### config.mk
export PLATFORM = sky130hd
export DESIGN_NAME = lscalc_front
export DESIGN_NICKNAME = d
export VERILOG_FILES = /design/src/hw/rtl/lscalc_pkg.sv /design/src/hw/rtl/lscalc_front.sv
export SDC_FILE = /design/constraint.sdc
export NUM_CORES = 1
export LEC_CHECK = 0
export BUFFER_PORTS_ARGS = -buffer_cell sky130_fd_sc_hd__buf_2
export CAP_MARGIN = 0
export CORE_MARGIN = 4
export CORE_UTILIZATION = 54
export DETAILED_ROUTE_END_ITERATION = 8
export PLACE_DENSITY = 0.77
export SLEW_MARGIN = 30
export SYNTH_ARGS = -nofsm -noshare
export SYNTH_HDL_FRONTEND = slang
export SYNTH_SLANG_ARGS = --single-unit
### constraint.sdc
create_clock -name clock -period 14.59 [get_ports clock]
set_clock_uncertainty 0.1 [all_clocks]
set_input_delay 3.6475 -clock clock [delete_from_list [all_inputs] [get_ports clock]]
set_output_delay 3.6475 -clock clock [all_outputs]
set_load 0.01 [all_outputs]
### src/hw/rtl/lscalc_pkg.sv
// ----------------------------------------------------------------------------
// Light sensor lux calculation package
// Shared types, band codes, coefficients and the ratio power table function.
// ----------------------------------------------------------------------------
package lscalc_pkg;

   localparam int unsigned POW_TABLE_ENTRIES_DEF = 256;
   localparam int unsigned LUX_FRAC_BITS_DEF     = 8;

   localparam int unsigned DIV_STAGES  = 16;
   localparam int unsigned BACK_STAGES = 8;
   localparam int unsigned LATENCY     = 2 + DIV_STAGES + BACK_STAGES;

   localparam logic [15:0] RATIO_BAND0_MAX = 16'd34078;
   localparam logic [19:0] LUX_MAX         = 20'hFFFFF;

   localparam logic [2:0] BAND_0    = 3'd0;
   localparam logic [2:0] BAND_1    = 3'd1;
   localparam logic [2:0] BAND_2    = 3'd2;
   localparam logic [2:0] BAND_3    = 3'd3;
   localparam logic [2:0] BAND_NONE = 3'd4;

   localparam logic [11:0] COEF_B0_POS = 12'd2064;
   localparam logic [11:0] COEF_B0_NEG = 12'd3886;
   localparam logic [11:0] COEF_B1_POS = 12'd1501;
   localparam logic [11:0] COEF_B1_NEG = 12'd1907;
   localparam logic [11:0] COEF_B2_POS = 12'd1029;
   localparam logic [11:0] COEF_B2_NEG = 12'd1180;
   localparam logic [11:0] COEF_B3_POS = 12'd222;
   localparam logic [11:0] COEF_B3_NEG = 12'd170;

   typedef struct packed {
      logic [15:0] broadband_count;
      logic [15:0] infrared_count;
   } req_type;

   typedef struct packed {
      logic [19:0] lux_value;
      logic [2:0]  ratio_band;
   } rsp_type;

   typedef struct packed {
      logic [15:0] ch0;
      logic [15:0] ch1;
      logic [2:0]  band;
      logic [47:0] pos;
      logic [47:0] neg;
   } item_type;

   function automatic longint unsigned fifth_power(longint unsigned y);
      longint unsigned p;
      p = y;
      for (int k = 0; k < 4; k++) begin
         p = (p * y) >> 16;
      end
      return p;
   endfunction

   function automatic logic [15:0] pow_entry(int unsigned i, int unsigned n);
      longint unsigned n1;
      longint unsigned num;
      longint unsigned r;
      longint unsigned lo;
      longint unsigned hi;
      longint unsigned mid;
      longint unsigned target;
      n1  = longint'(n) - 1;
      num = longint'(i) * longint'(RATIO_BAND0_MAX) + (n1 >> 1);
      lo  = 0;
      hi  = 65535;
      while (lo < hi) begin
         mid = (lo + hi + 1) >> 1;
         if (mid * n1 <= num) lo = mid;
         else hi = mid - 1;
      end
      r      = lo;
      target = (r * r) >> 16;
      lo     = 0;
      hi     = 65536;
      while (lo < hi) begin
         mid = (lo + hi + 1) >> 1;
         if (fifth_power(mid) <= target) lo = mid;
         else hi = mid - 1;
      end
      return 16'((r * lo) >> 16);
   endfunction

endpackage

### src/hw/rtl/lscalc_front.sv
// ----------------------------------------------------------------------------
// Lux calculation front end
// Accepts a request, picks the ratio band and forms the linear terms.
// ----------------------------------------------------------------------------
module lscalc_front (
   input  logic                clock,
   input  logic                reset,
   input  logic                start,
   input  lscalc_pkg::req_type req_data,
   input  logic                q_full,
   output logic                busy,
   output logic                push,
   output lscalc_pkg::item_type push_item
);

   logic                 valid_ff;
   logic                 valid_in;
   lscalc_pkg::item_type item_ff;
   lscalc_pkg::item_type item_in;
   logic                 stall;
   logic [23:0]          ch1_x100;
   logic [23:0]          ch0_x52;
   logic [23:0]          ch0_x65;
   logic [23:0]          ch0_x80;
   logic [23:0]          ch0_x130;
   logic [11:0]          cpos;
   logic [11:0]          cneg;

   assign stall = valid_ff && q_full;
   assign busy  = stall;
   assign push  = valid_ff && !q_full;
   assign push_item = item_ff;

   always_comb begin
      ch1_x100 = 24'(req_data.infrared_count) * 24'd100;
      ch0_x52  = 24'(req_data.broadband_count) * 24'd52;
      ch0_x65  = 24'(req_data.broadband_count) * 24'd65;
      ch0_x80  = 24'(req_data.broadband_count) * 24'd80;
      ch0_x130 = 24'(req_data.broadband_count) * 24'd130;
      item_in.ch0 = req_data.broadband_count;
      item_in.ch1 = req_data.infrared_count;
      cpos = '0;
      cneg = '0;
      if (req_data.broadband_count == 16'd0) begin
         item_in.band = lscalc_pkg::BAND_NONE;
      end else if (ch1_x100 <= ch0_x52) begin
         item_in.band = lscalc_pkg::BAND_0;
         cpos = lscalc_pkg::COEF_B0_POS;
      end else if (ch1_x100 <= ch0_x65) begin
         item_in.band = lscalc_pkg::BAND_1;
         cpos = lscalc_pkg::COEF_B1_POS;
         cneg = lscalc_pkg::COEF_B1_NEG;
      end else if (ch1_x100 <= ch0_x80) begin
         item_in.band = lscalc_pkg::BAND_2;
         cpos = lscalc_pkg::COEF_B2_POS;
         cneg = lscalc_pkg::COEF_B2_NEG;
      end else if (ch1_x100 <= ch0_x130) begin
         item_in.band = lscalc_pkg::BAND_3;
         cpos = lscalc_pkg::COEF_B3_POS;
         cneg = lscalc_pkg::COEF_B3_NEG;
      end else begin
         item_in.band = lscalc_pkg::BAND_NONE;
      end
      item_in.pos = (48'(req_data.broadband_count) * 48'(cpos)) << 16;
      item_in.neg = (48'(req_data.infrared_count) * 48'(cneg)) << 16;
      valid_in = stall ? valid_ff : start;
   end

   always_ff @(posedge clock) begin
      if (reset) valid_ff <= 1'b0;
      else valid_ff <= valid_in;
      if (!stall) item_ff <= item_in;
   end

endmodule

==> results.cfg <==
[run_status]
status = finished, final reports clean

[placed_design]
portBuffers = 128
place_ws_ns = -0.0579
placed_cells = 2972
hpwl_um = 48900
globalplace.congestion = 0.991
placed_area_um2 = 23000

[floorplanning]
ios = 169
die_x_um = 207
die_area_um2 = 42800
start_util = 0.550
die_y_um = 207
rows = 72
core_area_um2 = 38800

[setup_path]
cp.required_ns = 14.63
critPathKind = in2reg
cp_slowest_cell = fa_1
slowest_delay_ns = 0.56
r2r-start = valid_ff
end_kind = flip-flop
arrival_ns = 14.01
critPathLaunch = req_data[9]
startpoint_type = input pin
crit_fanout = 20

[clock_network]
cts_resized = 0
tritoncts = built
cts_sinks = 92
clock_latency_ns = 0.39
cts.clk_slew.worst_paths_ns = 0.10
postCtsSetupRepairBufs = 0
clockBufferDepth = 2
cts_hold_buf = 0
numCtsBuffers = 9
clockRootBuffer = clkbuf_16
cts_max_level = 3

[synth]
synth_top_area_frac = 0.245
netlist_instances = 2296
ys.flop_type = edfxtp_1
synth_warnings = 0
yosys.area.top_type = fa_1
synth_area_um2 = 21300
synth_edf_count = 91
synth_cell_types = 80
avgSynthCellArea_um2 = 9.30
synth-seq-area-share = 0.129
synthArstFlopShare = 0
synth_seq_cells = 92
ys_top_cells_by_area = fa_1, ha_1, edfxtp_1

[finish]
synthToLayoutAreaGrowth_pct = 9.61
layout_commonest_cell = inv_1
instances_no_fill = 2990
layout-drive-gt1-share = 0.118
design_area_um2 = 23400
nets = 3157
layout_common_cells = inv_1, ha_1, fa_1, buf_2, a21oi_1

[global_routing]
grt_max_degree = 63
grt_usage = 0.287
grt_pass1_vias = 18100
antenna_found_initial = 0
grt_pass1_wl_um = 96000
grt_overflow = 0

[routing]
routedWlPerCell_um = 19.9
ant_nets = 0
wirelength_um = 59400
viasPerCell = 5.84
firstDrtPassIters = 6
dr.first_iter.drc_count = 1302
drc = 0
vias = 17500

[sta]
clock.fmax_mhz = 71.6
worst_pin_slew_ns = 0.907
setup_viol = 0
tns_ns = 0
period_minus_slack_ns = 13.97
maxSlewViolCount = 0
setup_ws_ns = 0.617
slew-limit-headroom = 0.379
rsz0062_at_grt = false
final-hold-violation-count = 0
timing.final.crit_share = 0.958

[worst_hold_path]
worstHoldPathType = reg2reg
min_from = valid_ff

[run]
max_cap_violations = 0
## sequential cells by signal, summed over array words and instances (netlist names)
| signal | cells |
|---|---|
| push_item | 91 |
| valid_ff | 1 |
## worst max-delay path: cells and delay by family
family	cells	cell delay (ns)
AOI/OAI and AO/OA	10	2.18
xor gates and xnor gates	2	0.44
adders and majority gates	11	4.70
buffers and inverters	9	1.26
and+or+nand+nor	9	1.76
## metrics by stage
step / hold WS (ns) / util
global route: 0.925 / 0.603
CTS: 0.848 / 0.601
finish: 0.836 / 0.603
global placement: 0.827 / 0.592
detailed placement: 0.842 / 0.592
floorplan: 2.29 / -
## path summary, 6_finish.rpt
| path | endpoint | slack, ns | cells after the start |
|---|---|---|---|
| hold reg to reg | push_item[116] | 0.84 | 1 |
| setup reg to reg | push_item[76] | 12.63 | 2 |
| hold / removal | push_item[116] | 0.84 | 1 |
| setup / recovery | push_item[42] | 0.62 | 41 |
## metal layers
| metal | vias to the layer above | global-route usage | routed length, um |
|---|---|---|---|
| met1 | 8482 | 0.384 | 24900 |
| met3 | 157 | 0.0473 | 4340 |
| met4 | 0 | 0.137 | 2990 |
| met5 | - | 0 | 0 |
| li1 | 8099 | - | - |
| met2 | 732 | 0.458 | 27200 |
## final cells by class
| class | instances | area (um^2) |
|---|---|---|
| multi-input combinational | 1683 | 16500 |
| fill | 3259 | 15400 |
| sequential | 92 | 2750 |
| inverter | 445 | 1670 |
| timing repair buffer | 235 | 1480 |
| tap | 518 | 648 |
| clock buffer | 9 | 225 |
| clock inverter | 7 | 106 |
| antenna | 1 | 2.50 |
## cells by family (layout without fill, tap and decap cells)
logic type / after synthesis / count (layout) / share of synthesized area
flip-flops: 92 / 92 / 0.129
AO/OA/AOI/OAI: 351 / 352 / 0.109
adder cells (fa/ha/maj): 655 / 655 / 0.476
other: 1 / 41 / 0.000176
AND/OR/NAND/NOR: 546 / 546 / 0.139
buffers and inverters: 561 / 696 / 0.109
XOR/XNOR: 90 / 90 / 0.0376
## synthesized netlist by cell type, types with 9 or more instances
library cell and instances:
nand2b_1 15, and3_1 11, buf_4 42, o21ai_0 48, xnor2_1 59, nor2b_1 20
a21o_1 41, or3_1 26, a211oi_1 26, and4_1 14, fa_1 261, nand3_1 33
nand4_1 58, nor3_1 67, edfxtp_1 91, nand2_1 90, a21oi_1 114, o21a_1 26
ha_1 394, o21bai_1 15, or4_1 27, nor2_1 80, a31oi_1 11, xor2_1 30
nor4_1 53, clkbuf_1 37, o211ai_1 9, inv_1 445, buf_2 33, and2_1 33
Power is not shown: default switching activity piles up to over one toggle a cycle in this logic, so the estimate is an artifact.
