## config.mk

```make
export PLATFORM = sky130hd
export DESIGN_NAME = lscalc_queue
export DESIGN_NICKNAME = d
export VERILOG_FILES = /design/src/hw/rtl/lscalc_pkg.sv /design/src/hw/rtl/lscalc_queue.sv
export SDC_FILE = /design/constraint.sdc
export NUM_CORES = 1
export LEC_CHECK = 0
export BUFFER_PORTS_ARGS = -buffer_cell sky130_fd_sc_hd__buf_2
export CORE_MARGIN = 8
export CORE_UTILIZATION = 40
export DETAILED_ROUTE_END_ITERATION = 10
export PLACE_DENSITY = 0.63
export SYNTH_ARGS = -nofsm -noshare
export SYNTH_HDL_FRONTEND = slang
export SYNTH_SLANG_ARGS = --single-unit
export TNS_END_PERCENT = 50
```

## constraint.sdc

```tcl
create_clock -name clock -period 9.6 [get_ports clock]
set_clock_uncertainty 0.15 [all_clocks]
set_input_delay 0.96 -clock clock [delete_from_list [all_inputs] [get_ports clock]]
set_output_delay 0.96 -clock clock [all_outputs]
set_load 0.01 [all_outputs]
```

## src/hw/rtl/lscalc_pkg.sv

```systemverilog
// ----------------------------------------------------------------------------
// Light sensor lux calculation package
// Shared types, band codes, coefficients and the ratio power table function.
// ----------------------------------------------------------------------------
package lscalc_pkg;

   localparam int unsigned POW_TABLE_ENTRIES_DEF = 256;
   localparam int unsigned LUX_FRAC_BITS_DEF     = 8;

   localparam int unsigned DIV_STAGES  = 16;
   localparam int unsigned BACK_STAGES = 8;
   localparam int unsigned LATENCY     = 2 + DIV_STAGES + BACK_STAGES;

   localparam logic [15:0] RATIO_BAND0_MAX = 16'd34078;
   localparam logic [19:0] LUX_MAX         = 20'hFFFFF;

   localparam logic [2:0] BAND_0    = 3'd0;
   localparam logic [2:0] BAND_1    = 3'd1;
   localparam logic [2:0] BAND_2    = 3'd2;
   localparam logic [2:0] BAND_3    = 3'd3;
   localparam logic [2:0] BAND_NONE = 3'd4;

   localparam logic [11:0] COEF_B0_POS = 12'd2064;
   localparam logic [11:0] COEF_B0_NEG = 12'd3886;
   localparam logic [11:0] COEF_B1_POS = 12'd1501;
   localparam logic [11:0] COEF_B1_NEG = 12'd1907;
   localparam logic [11:0] COEF_B2_POS = 12'd1029;
   localparam logic [11:0] COEF_B2_NEG = 12'd1180;
   localparam logic [11:0] COEF_B3_POS = 12'd222;
   localparam logic [11:0] COEF_B3_NEG = 12'd170;

   typedef struct packed {
      logic [15:0] broadband_count;
      logic [15:0] infrared_count;
   } req_type;

   typedef struct packed {
      logic [19:0] lux_value;
      logic [2:0]  ratio_band;
   } rsp_type;

   typedef struct packed {
      logic [15:0] ch0;
      logic [15:0] ch1;
      logic [2:0]  band;
      logic [47:0] pos;
      logic [47:0] neg;
   } item_type;

   function automatic longint unsigned fifth_power(longint unsigned y);
      longint unsigned p;
      p = y;
      for (int k = 0; k < 4; k++) begin
         p = (p * y) >> 16;
      end
      return p;
   endfunction

   function automatic logic [15:0] pow_entry(int unsigned i, int unsigned n);
      longint unsigned n1;
      longint unsigned num;
      longint unsigned r;
      longint unsigned lo;
      longint unsigned hi;
      longint unsigned mid;
      longint unsigned target;
      n1  = longint'(n) - 1;
      num = longint'(i) * longint'(RATIO_BAND0_MAX) + (n1 >> 1);
      lo  = 0;
      hi  = 65535;
      while (lo < hi) begin
         mid = (lo + hi + 1) >> 1;
         if (mid * n1 <= num) lo = mid;
         else hi = mid - 1;
      end
      r      = lo;
      target = (r * r) >> 16;
      lo     = 0;
      hi     = 65536;
      while (lo < hi) begin
         mid = (lo + hi + 1) >> 1;
         if (fifth_power(mid) <= target) lo = mid;
         else hi = mid - 1;
      end
      return 16'((r * lo) >> 16);
   endfunction

endpackage

```

## src/hw/rtl/lscalc_queue.sv

```systemverilog
// ----------------------------------------------------------------------------
// Lux calculation request queue
// Two-entry queue between front and back end; drains one entry a cycle.
// ----------------------------------------------------------------------------
module lscalc_queue (
   input  logic                 clock,
   input  logic                 reset,
   input  logic                 push,
   input  lscalc_pkg::item_type push_item,
   output logic                 full,
   output logic                 head_valid,
   output lscalc_pkg::item_type head_item
);

   lscalc_pkg::item_type mem [2];
   logic       wr_ptr_ff;
   logic       wr_ptr_in;
   logic       rd_ptr_ff;
   logic       rd_ptr_in;
   logic [1:0] count_ff;
   logic [1:0] count_in;
   logic       pop;

   assign full       = count_ff == 2'd2;
   assign head_valid = count_ff != 2'd0;
   assign head_item  = mem[rd_ptr_ff];
   assign pop        = head_valid;

   always_comb begin
      wr_ptr_in = push ? !wr_ptr_ff : wr_ptr_ff;
      rd_ptr_in = pop ? !rd_ptr_ff : rd_ptr_ff;
      count_in  = count_ff + 2'(push) - 2'(pop);
   end

   always_ff @(posedge clock) begin
      if (reset) begin
         wr_ptr_ff <= 1'b0;
         rd_ptr_ff <= 1'b0;
         count_ff  <= 2'd0;
      end else begin
         wr_ptr_ff <= wr_ptr_in;
         rd_ptr_ff <= rd_ptr_in;
         count_ff  <= count_in;
      end
      if (push) mem[wr_ptr_ff] <= push_item;
   end

endmodule

```

==> impl_metrics.py <==
metrics = {
    "routing": {
        "wl_um": 20000,
        "vias_per_cell": 4.64,
        "ant_nets": 0,
        "wl_per_cell_um": 18.8,
        "vias": 4953,
        "drt_iter0_drc": 293,
        "drc_errors": 0,
        "dr.pass1.iters": 4,
    },
    "finish": {
        "diodes": 0,
        "fill_cells": 2040,
        "area_delta_synth_final_pct": 24.7,
        "mostFrequentLayoutCells": "buf_2, edfxtp_1, mux2_4",
        "final_layout_size_suffix_gt1_frac": 0.600,
        "mostFrequentLayoutCell": "buf_2",
        "fin_area_sq_um": 12500,
        "final_nets": 850,
        "regArea_sq_um": 7970,
        "multi_input_area_sq_um": 1930,
        "final_core_util": 0.503,
        "fin_cells": 1067,
    },
    "worst_setup_path": {
        "r2r_cells": 2,
        "arrival_ns": 2.45,
        "critPathMaxFanout": 63,
        "worstSetupEndpoint": "head_item[32]",
        "r2r_end": "mem[1][129]",
        "r2r_start": "wr_ptr_ff",
        "criticalPathCategory": "flop to output pin",
        "cp-end-kind": "output pin",
        "start_kind": "flop",
        "reg2reg_setup_slack_ns": 6.96,
        "cp.required_ns": 8.49,
    },
    "flow_run": {
        "drv_cap": 0,
    },
    "global_routing": {
        "antenna_found_initial": 2,
        "track_usage": 0.126,
        "grt_max_degree": 72,
        "grt_pass1_vias": 5540,
        "grt_overflow": 0,
        "grt_pass1_wl_um": 30800,
    },
    "pwr": {
        "p_sw_frac": 0.213,
        "p_switching_mw": 0.554,
        "p_comb_frac": 0.101,
        "ir_drop_mv": 0.151,
        "p_int_mw": 2.04,
        "pwr-share-clk": 0.368,
        "p_leak_nw": 4.83,
        "pwr-share-seq": 0.531,
        "power_density_nw_per_um2": 208,
    },
    "floorplanning": {
        "die_h_um": 174,
        "initial_core_util": 0.403,
        "die-area_sq_um": 30400,
        "dieWidth_um": 174,
        "ioPinCount": 267,
        "rows": 58,
        "core_area_sq_um": 24900,
    },
    "synth": {
        "synthAdderAreaFrac": 0.00125,
        "synth.yosys.warnings": 0,
        "muxShareOfSynthArea": 0.181,
        "ys_ff_latch": 267,
        "syn-num-nets": 564,
        "syn_area_sq_um": 10000,
        "synthSimpleGateAreaFrac": 0.00636,
        "syn_inst": 429,
        "yosysSeqAreaShare": 0.794,
        "synth_compound_area_frac": 0.00224,
        "synthDistinctLibCells": 18,
        "synth_top_family_by_area": "multiplexers",
        "avgSynthCellArea_sq_um": 23.4,
        "synth-xor-area-share": 0.000873,
    },
    "placed_design": {
        "dp_hpwl_um": 13800,
        "gp_congestion": 0.721,
        "post_dp_cell_area_sq_um": 11700,
        "dp_cells": 1015,
        "portBuffers": 266,
    },
    "sta": {
        "setup_tns_ns": 0,
        "final.min_clock_period_ns": 3.56,
        "slew-limit-headroom": 0.304,
        "max_freq_mhz": 281,
        "timing.hold.ws_ns": 0.410,
        "drv_slew": 0,
        "setup_viol": 0,
        "tightest_slew_ns": 1.04,
        "period_share": 0.371,
        "hold_violations": 0,
        "grt_setup_unrepaired": "no",
    },
    "clock_tree": {
        "post-cts-setup-buffers": 0,
        "cts_sinks": 267,
        "cts_resized": 0,
        "ctsRootBufferMaster": "clkbuf_16",
        "cts_tree": "yes",
        "h-tree-depth": 1,
        "clock_path_buffers": 3,
        "clock_latency_ns": 0.51,
        "holdBufCountCts": 0,
        "path_clk_slew_ns": 0.06,
        "numCtsBuffers": 28,
    },
    "worst_hold_path": {
        "hold_path_class": "flop to flop",
    },
    "status": {
        "status": "finished, final reports clean",
    },
}
## how the worst min path moves through the flow
stage | startpoint | endpoint | slack [ns] | depth (start not counted)
floorplan | wr_ptr_ff | wr_ptr_ff | 0.35 | 2
detailed placement | rd_ptr_ff | rd_ptr_ff | 0.40 | 2
global placement | count_ff[1] | count_ff[1] | 0.38 | 2
finish | rd_ptr_ff | rd_ptr_ff | 0.41 | 2
global route | push_item[30] | mem[0][30] | 0.44 | 1
CTS | rd_ptr_ff | rd_ptr_ff | 0.41 | 2
## cell usage after synthesis (all sizes together)
| cell type | number | area share |
|---|---|---|
| a21bo | 1 | 0.0010 |
| a21oi | 1 | 0.00050 |
| and2 | 1 | 0.00062 |
| buf | 15 | 0.015 |
| dfxtp | 5 | 0.010 |
| edfxtp | 262 | 0.78 |
| ha | 1 | 0.0012 |
| mux2 | 131 | 0.18 |
| nand3b | 1 | 0.00075 |
| nor2 | 1 | 0.00037 |
| nor2b | 4 | 0.0025 |
| nor3 | 3 | 0.0015 |
| o21a | 1 | 0.00075 |
| or2 | 1 | 0.00062 |
| xnor2 | 1 | 0.00087 |
## kinds of logic after synthesis
| kind of cell | after synthesis |
|---|---|
| flops | 267 |
| compound gates | 3 |
| buf+inv | 15 |
| fa+ha+maj | 1 |
| simple gates | 11 |
| mux | 131 |
| xor+xnor | 1 |
## per-stage QoR
stage                     setup slack [ns]  power, mW
final                                 6.04       2.60
after global routing                  5.89       2.70
after CTS                             5.97       2.64
after detailed placement              6.23       1.67
after global placement                6.29       1.66
after floorplan                       2.18       1.57
## sequential cells by signal, summed over array words and instances, names as in the netlist, named ones only
name       cells
rd_ptr_ff      1
count_ff       2
wr_ptr_ff      1
mem          262
## layer usage
layer  track usage  vias up  routed length (um)
met5             0        -                  25
met4        0.0328        4                 329
met3        0.0508       34                1850
met2         0.215      196                9970
met1         0.146     2434                7850
li1              -     2285                   -
## critical path, cell delays in order, from the launching register on
cell,delay [ns]
dfxtp_4,0.47
buf_4,0.80
mux2_2,0.42
buf_2,0.14
## power groups by stage
stage          combinational [mW]  sequential, mW  clock [mW]
2_1_floorplan               0.158            1.41           0
3_3_place_gp                0.263            1.40           0
3_5_place_dp                0.268            1.40           0
4_1_cts                     0.269            1.38       0.991
5_1_grt                     0.283            1.38        1.03
6_report                    0.262            1.38       0.957
## final cells by class
| class | count | area share |
|---|---|---|
| Sequential cell | 267 | 0.637 |
| Multi-Input combinational cell | 147 | 0.154 |
| Timing Repair Buffer | 271 | 0.109 |
| Clock buffer | 40 | 0.0613 |
| Tap cell | 330 | 0.0330 |
| Clock inverter | 12 | 0.00500 |
(Power assumes the default switching activity.)
