$ cat src/hw/rtl/lscalc_pkg.sv
// ----------------------------------------------------------------------------
// Light sensor lux calculation package
// Shared types, band codes, coefficients and the ratio power table function.
// ----------------------------------------------------------------------------
package lscalc_pkg;

   localparam int unsigned POW_TABLE_ENTRIES_DEF = 256;
   localparam int unsigned LUX_FRAC_BITS_DEF     = 8;

   localparam int unsigned DIV_STAGES  = 16;
   localparam int unsigned BACK_STAGES = 8;
   localparam int unsigned LATENCY     = 2 + DIV_STAGES + BACK_STAGES;

   localparam logic [15:0] RATIO_BAND0_MAX = 16'd34078;
   localparam logic [19:0] LUX_MAX         = 20'hFFFFF;

   localparam logic [2:0] BAND_0    = 3'd0;
   localparam logic [2:0] BAND_1    = 3'd1;
   localparam logic [2:0] BAND_2    = 3'd2;
   localparam logic [2:0] BAND_3    = 3'd3;
   localparam logic [2:0] BAND_NONE = 3'd4;

   localparam logic [11:0] COEF_B0_POS = 12'd2064;
   localparam logic [11:0] COEF_B0_NEG = 12'd3886;
   localparam logic [11:0] COEF_B1_POS = 12'd1501;
   localparam logic [11:0] COEF_B1_NEG = 12'd1907;
   localparam logic [11:0] COEF_B2_POS = 12'd1029;
   localparam logic [11:0] COEF_B2_NEG = 12'd1180;
   localparam logic [11:0] COEF_B3_POS = 12'd222;
   localparam logic [11:0] COEF_B3_NEG = 12'd170;

   typedef struct packed {
      logic [15:0] broadband_count;
      logic [15:0] infrared_count;
   } req_type;

   typedef struct packed {
      logic [19:0] lux_value;
      logic [2:0]  ratio_band;
   } rsp_type;

   typedef struct packed {
      logic [15:0] ch0;
      logic [15:0] ch1;
      logic [2:0]  band;
      logic [47:0] pos;
      logic [47:0] neg;
   } item_type;

   function automatic longint unsigned fifth_power(longint unsigned y);
      longint unsigned p;
      p = y;
      for (int k = 0; k < 4; k++) begin
         p = (p * y) >> 16;
      end
      return p;
   endfunction

   function automatic logic [15:0] pow_entry(int unsigned i, int unsigned n);
      longint unsigned n1;
      longint unsigned num;
      longint unsigned r;
      longint unsigned lo;
      longint unsigned hi;
      longint unsigned mid;
      longint unsigned target;
      n1  = longint'(n) - 1;
      num = longint'(i) * longint'(RATIO_BAND0_MAX) + (n1 >> 1);
      lo  = 0;
      hi  = 65535;
      while (lo < hi) begin
         mid = (lo + hi + 1) >> 1;
         if (mid * n1 <= num) lo = mid;
         else hi = mid - 1;
      end
      r      = lo;
      target = (r * r) >> 16;
      lo     = 0;
      hi     = 65536;
      while (lo < hi) begin
         mid = (lo + hi + 1) >> 1;
         if (fifth_power(mid) <= target) lo = mid;
         else hi = mid - 1;
      end
      return 16'((r * lo) >> 16);
   endfunction

endpackage

$ cat src/hw/rtl/lscalc_div.sv
// ----------------------------------------------------------------------------
// Lux calculation ratio divider
// Pipelined restoring divider, one quotient bit a stage: ratio = ch1*2^16/ch0.
// ----------------------------------------------------------------------------
module lscalc_div (
   input  logic                 clock,
   input  logic                 reset,
   input  logic                 in_valid,
   input  lscalc_pkg::item_type in_item,
   output logic                 out_valid,
   output lscalc_pkg::item_type out_item,
   output logic [15:0]          out_ratio
);

   localparam int unsigned S = lscalc_pkg::DIV_STAGES;

   logic                 valid_ff [S];
   lscalc_pkg::item_type item_ff  [S];
   logic [15:0]          rem_ff   [S];
   logic [15:0]          quo_ff   [S];
   logic [15:0]          rem_src  [S];
   logic [15:0]          quo_src  [S];
   lscalc_pkg::item_type item_src [S];
   logic                 valid_src [S];
   logic [16:0]          shifted  [S];
   logic [16:0]          trial    [S];

   for (genvar s = 0; s < S; s++) begin : g_stage
      if (s == 0) begin : g_first
         assign rem_src[s]   = in_item.ch1;
         assign quo_src[s]   = '0;
         assign item_src[s]  = in_item;
         assign valid_src[s] = in_valid;
      end else begin : g_next
         assign rem_src[s]   = rem_ff[s-1];
         assign quo_src[s]   = quo_ff[s-1];
         assign item_src[s]  = item_ff[s-1];
         assign valid_src[s] = valid_ff[s-1];
      end
      assign shifted[s] = {rem_src[s], 1'b0};
      assign trial[s]   = shifted[s] - {1'b0, item_src[s].ch0};

      always_ff @(posedge clock) begin
         if (reset) valid_ff[s] <= 1'b0;
         else valid_ff[s] <= valid_src[s];
         item_ff[s] <= item_src[s];
         if (shifted[s] >= {1'b0, item_src[s].ch0}) begin
            rem_ff[s] <= trial[s][15:0];
            quo_ff[s] <= {quo_src[s][14:0], 1'b1};
         end else begin
            rem_ff[s] <= shifted[s][15:0];
            quo_ff[s] <= {quo_src[s][14:0], 1'b0};
         end
      end
   end

   assign out_valid = valid_ff[S-1];
   assign out_item  = item_ff[S-1];
   assign out_ratio = quo_ff[S-1];

endmodule

$ cat src/hw/rtl/lscalc_back.sv
// ----------------------------------------------------------------------------
// Lux calculation back end
// Divides, looks up ratio^1.4, forms the lux value and saturates it.
// ----------------------------------------------------------------------------
module lscalc_back #(
   parameter int unsigned POW_TABLE_ENTRIES = lscalc_pkg::POW_TABLE_ENTRIES_DEF,
   parameter int unsigned LUX_FRAC_BITS     = lscalc_pkg::LUX_FRAC_BITS_DEF
) (
   input  logic                 clock,
   input  logic                 reset,
   input  logic                 in_valid,
   input  lscalc_pkg::item_type in_item,
   output logic                 rsp_strobe,
   output lscalc_pkg::rsp_type  rsp_data
);

   localparam int unsigned IW = $clog2(POW_TABLE_ENTRIES);
   localparam int unsigned XW = 16 + IW + 1;
   localparam int unsigned K  = 40;
   localparam int unsigned MW = 25;
   localparam int unsigned PW = XW + MW;
   localparam longint unsigned RdivD = 64'd34078;
   localparam longint unsigned RecipM = (64'd1 << K) / RdivD;
   localparam logic [IW-1:0] N1 = IW'(POW_TABLE_ENTRIES - 1);
   localparam logic [XW-1:0] DivD = XW'(RdivD);
   localparam logic [XW-1:0] HalfD = XW'(RdivD / 2);
   localparam int unsigned SH = 32 - LUX_FRAC_BITS;

   logic                 d_valid;
   lscalc_pkg::item_type d_item;
   logic [15:0]          d_ratio;

   lscalc_div u_div (
      .clock     (clock),
      .reset     (reset),
      .in_valid  (in_valid),
      .in_item   (in_item),
      .out_valid (d_valid),
      .out_item  (d_item),
      .out_ratio (d_ratio)
   );

   logic [15:0] pow_rom [POW_TABLE_ENTRIES];
   for (genvar i = 0; i < POW_TABLE_ENTRIES; i++) begin : g_rom
      assign pow_rom[i] = lscalc_pkg::pow_entry(i, POW_TABLE_ENTRIES);
   end

   logic                 v_ff   [7];
   lscalc_pkg::item_type it_ff  [7];
   logic [XW-1:0]        x_a_ff;
   logic [XW-1:0]        x_b_ff;
   logic [PW-1:0]        prod_b_ff;
   logic [IW:0]          qe_c_ff;
   logic [XW-1:0]        rem_c_ff;
   logic [IW-1:0]        idx_d_ff;
   logic [15:0]          pow_e_ff;
   logic [31:0]          m1_f_ff;
   logic [47:0]          neg_g_ff;
   logic [IW:0]          qe_in;
   logic [IW:0]          idx_full;
   logic [47:0]          diff;
   logic [47:0]          lux_full;
   logic                 out_valid_ff;
   lscalc_pkg::rsp_type  out_ff;
   lscalc_pkg::rsp_type  out_in;

   assign qe_in    = (IW+1)'(prod_b_ff >> K);
   assign idx_full = qe_c_ff + (IW+1)'(rem_c_ff >= DivD);

   always_comb begin
      diff     = (it_ff[6].pos > neg_g_ff) ? it_ff[6].pos - neg_g_ff : 48'd0;
      lux_full = diff >> SH;
      out_in.ratio_band = it_ff[6].band;
      out_in.lux_value  = (lux_full > 48'(lscalc_pkg::LUX_MAX)) ?
                          lscalc_pkg::LUX_MAX : lux_full[19:0];
   end

   always_ff @(posedge clock) begin
      if (reset) begin
         for (int s = 0; s < 7; s++) v_ff[s] <= 1'b0;
         out_valid_ff <= 1'b0;
      end else begin
         v_ff[0] <= d_valid;
         for (int s = 1; s < 7; s++) v_ff[s] <= v_ff[s-1];
         out_valid_ff <= v_ff[6];
      end
      it_ff[0] <= d_item;
      for (int s = 1; s < 7; s++) it_ff[s] <= it_ff[s-1];
      x_a_ff    <= XW'(d_ratio) * XW'(N1) + HalfD;
      x_b_ff    <= x_a_ff;
      prod_b_ff <= PW'(x_a_ff) * PW'(RecipM);
      qe_c_ff   <= qe_in;
      rem_c_ff  <= x_b_ff - XW'(qe_in) * DivD;
      idx_d_ff  <= (idx_full > (IW+1)'(N1)) ? N1 : idx_full[IW-1:0];
      pow_e_ff  <= pow_rom[idx_d_ff];
      m1_f_ff   <= 32'(it_ff[4].ch0) * 32'(pow_e_ff);
      neg_g_ff  <= (it_ff[5].band == lscalc_pkg::BAND_0) ?
                   48'(m1_f_ff) * 48'(lscalc_pkg::COEF_B0_NEG) : it_ff[5].neg;
      out_ff    <= out_in;
   end

   assign rsp_strobe = out_valid_ff;
   assign rsp_data   = out_ff;

endmodule

$ cat config.mk
export PLATFORM = sky130hd
export DESIGN_NAME = lscalc_back
export DESIGN_NICKNAME = d
export VERILOG_FILES = /design/src/hw/rtl/lscalc_pkg.sv /design/src/hw/rtl/lscalc_div.sv /design/src/hw/rtl/lscalc_back.sv
export SDC_FILE = /design/constraint.sdc
export NUM_CORES = 2
export LEC_CHECK = 0
export ABC_CLOCK_PERIOD_IN_PS = 6370
export BUFFER_PORTS_ARGS = -buffer_cell sky130_fd_sc_hd__buf_2
export CAP_MARGIN = 20
export CORE_ASPECT_RATIO = 0.6
export CORE_UTILIZATION = 55
export DETAILED_ROUTE_END_ITERATION = 6
export PLACE_DENSITY = 0.84
export SLEW_MARGIN = 30
export SYNTH_ARGS = -nofsm -noshare
export SYNTH_HDL_FRONTEND = slang
export SYNTH_HIERARCHICAL = 1
export SYNTH_SLANG_ARGS = --single-unit
$ cat constraint.sdc
create_clock -name clock -period 6.37 [get_ports clock]
set_input_delay 0.3185 -clock clock [delete_from_list [all_inputs] [get_ports clock]]
set_output_delay 0.3185 -clock clock [all_outputs]
set_load 0.05 [all_outputs]
==> flow_metrics.env <==
export IMPL_status="complete, but fails checks"
export IMPL_failed_checks="design-rule violations, negative setup slack"
export IMPL_synth_warning_count=6
export IMPL_ant_nets=0
export IMPL_placement_io_buffers=157
export IMPL_first_global_vias=73300
export IMPL_grt_max_degree=113
export IMPL_ios=158
export IMPL_fmax_ghz=0.1564
export IMPL_fin_skew_ns=0.07811
export IMPL_period_share=1.004
export IMPL_min_period_ns=6.393
export IMPL_end_kind="flop"
export IMPL_vias=71390
export IMPL_die_x_um=598.9
export IMPL_drv_slew=0
export IMPL_placementRows=131
export IMPL_vias_per_cell=5.333
export IMPL_cp_start_kind="flop"
export IMPL_coreArea_um2=212400
export IMPL_avgSynthCellArea_um2=11.96
export IMPL_worstMarginPinSlew_ns=0.9481
export IMPL_synth_fp_nets=11610
export IMPL_syn_to_final_growth_pct=13.11
export IMPL_clk_insertion_delay_late_ns=0.88
export IMPL_final_cell_area_um2=133000
export IMPL_cp_num_buf_inv=5
export IMPL_cp_arrival_ns=7.16
export IMPL_grt_overflow_total=0
export IMPL_initial_utilization=0.5535
export IMPL_cpPeakStageDelay_ns=0.58
export IMPL_grt_pass1_wl_um=423300
export IMPL_final_layout_size_suffix_gt1_frac=0.1114
export IMPL_rsz0062_at_grt="true"
export IMPL_clock_sinks=3182
export IMPL_routed_wl_um=275600
export IMPL_cts_made_buffers=271
export IMPL_nets=12100
export IMPL_relSlewSlack=0.3634
export IMPL_track_usage=0.2530
export IMPL_hold_viol=0
export IMPL_die_h_um=360.1
export IMPL_firstDrtPassIters=7
export IMPL_clkTransAtPathRegs_ns=0.07
export IMPL_setup_violations=1
export IMPL_dpl_cell_area_um2=122000
export IMPL_wl_per_cell_um=20.59
export IMPL_worstPathCellList="buf_8 > nand2_1 > fa_1 > fa_1 > inv_1 > fa_1 > inv_1 > fa_1 > fa_1 > inv_1 > fa_1 > ha_2 > a211o_1 > o31a_1 > o21a_1 > o311ai_1 > buf_4 > a211oi_4 > a21oi_1 > a211o_1 > xnor2_1"
export IMPL_drtIter0Drc=6581
export IMPL_crit_fanout=14
export IMPL_syn_area_um2=117600
export IMPL_cts_tree="built"
export IMPL_htree_levels=5
export IMPL_hold_path_class="input pin to flop"
export IMPL_gp_congestion=0.9635
export IMPL_root_buffer="clkbuf_16"
export IMPL_worstPathRequired_ns=7.14
export IMPL_drc_errors=3
export IMPL_die_area_um2=215700
export IMPL_cts_max_path_buffers=4
export IMPL_antenna_found_initial=20
export IMPL_path_class="flop to flop"
export IMPL_dp_hpwl_um=198700
export IMPL_cp_top_family="adder cells"
export IMPL_setup_ws_ns=-0.02286
export IMPL_crit_top_cell="fa_1"
export IMPL_synth_cells=9827
export IMPL_drv_cap=0
export IMPL_crit_path_top_delay_cell="fa_1"
[flip-flops by register name, indices dropped and copies added, names as in the netlist]
name	count
rsp_data	23
rem_c_ff	24
v_ff	7
u_div/valid_ff	16
neg_g_ff	48
u_div/quo_ff	136
rsp_strobe	1
idx_d_ff	8
pow_e_ff	15
it_ff	725
u_div/item_ff	1840
u_div/rem_ff	240
m1_f_ff	32
x_b_ff	24
qe_c_ff	9
x_a_ff	25
prod_b_ff	9
[worst reg2reg max path: cells and delay by family, from the launching register on]
| kind | cells | cell delay (ns) |
|---|---|---|
| AO/OA/AOI/OAI | 7 | 1.55 |
| flip-flops | 1 | 0.38 |
| AND/OR/NAND/NOR | 1 | 0.12 |
| XOR/XNOR | 1 | 0.13 |
| adder cells (fa/ha/maj) | 7 | 3.54 |
| buffers and inverters | 5 | 0.58 |
[placed cells by master, fill, tap and decap left out, drive strengths merged, types with 28 or more instances in the layout]
cell type and count:
nor2 341, or3 39, xor2 106, fa 690
dlygate4sd3 134, a21oi 396, buf 387, clkbuf 367
and3 43, xnor2 192, o21a 69, nor2b 100
o21ai 345, nand2b 56, o311ai 31, mux2 168
and2 137, o211ai 53, o21bai 28, nand2 505
or2 33, a211oi 65, nand3 95, o31ai 31
a21o 162, clkinv 65, dfxtp 3182, a31oi 58
nand4 62, inv 1147, ha 956, nor3 127
[metal layers]
layer | track usage | wire length [um] | up-vias
met4 | 0.06893 | 7258 | 22
met3 | 0.06473 | 24730 | 555
met5 | 0 | 128 | -
met1 | 0.3687 | 127200 | 34700
met2 | 0.3722 | 116300 | 2838
li1 | - | - | 33280
[path summary, 6_finish.rpt]
check                        start               endpoint  slack, ns  cells past startpoint
max                  it_ff[4][123]            m1_f_ff[28]      -0.02                     21
min                    in_item[96]   u_div/item_ff[0][96]       0.06                      2
max reg2reg          it_ff[4][123]            m1_f_ff[28]      -0.02                     21
min reg2reg  u_div/item_ff[1][142]  u_div/item_ff[1][273]       0.26                      0
[metrics by stage]
step	instances	worst slack (ns)	utilization	hold WS, ns	TNS [ns]
3_3_place_gp	12760	-1.241	0.5745	0.3096	-6.793
3_5_place_dp	12760	-1.268	0.5745	0.3121	-6.994
5_1_grt	13390	-0.1636	0.6260	0.02886	-0.7004
2_1_floorplan	9827	0.01140	-	0.3096	0
4_1_cts	13380	0.002915	0.6244	0.02460	0
6_report	13390	-0.02286	0.6261	0.05758	-0.02286
[final cells by class]
cell class	instances	area, um2
Fill cell	15510	79430
Sequential cell	3182	63770
Multi-Input combinational cell	5211	48340
Clock buffer	367	7729
Inverter	1129	4238
Timing Repair Buffer	521	3985
Tap cell	2859	3577
Clock inverter	114	1336
Antenna cell	3	7.507
[what timing repair did]
item,4_1_cts,5_1_grt
setup endpoints to repair,13,22
hold buffers,134,0
setup buffers,3,4
endpoints found under the hold margin,155,0
pin swaps,36,31
resized for setup,48,77
Power is left out: the tool's default activity adds up to more than one toggle a clock period on the data nets, which glitch-free logic cannot reach.
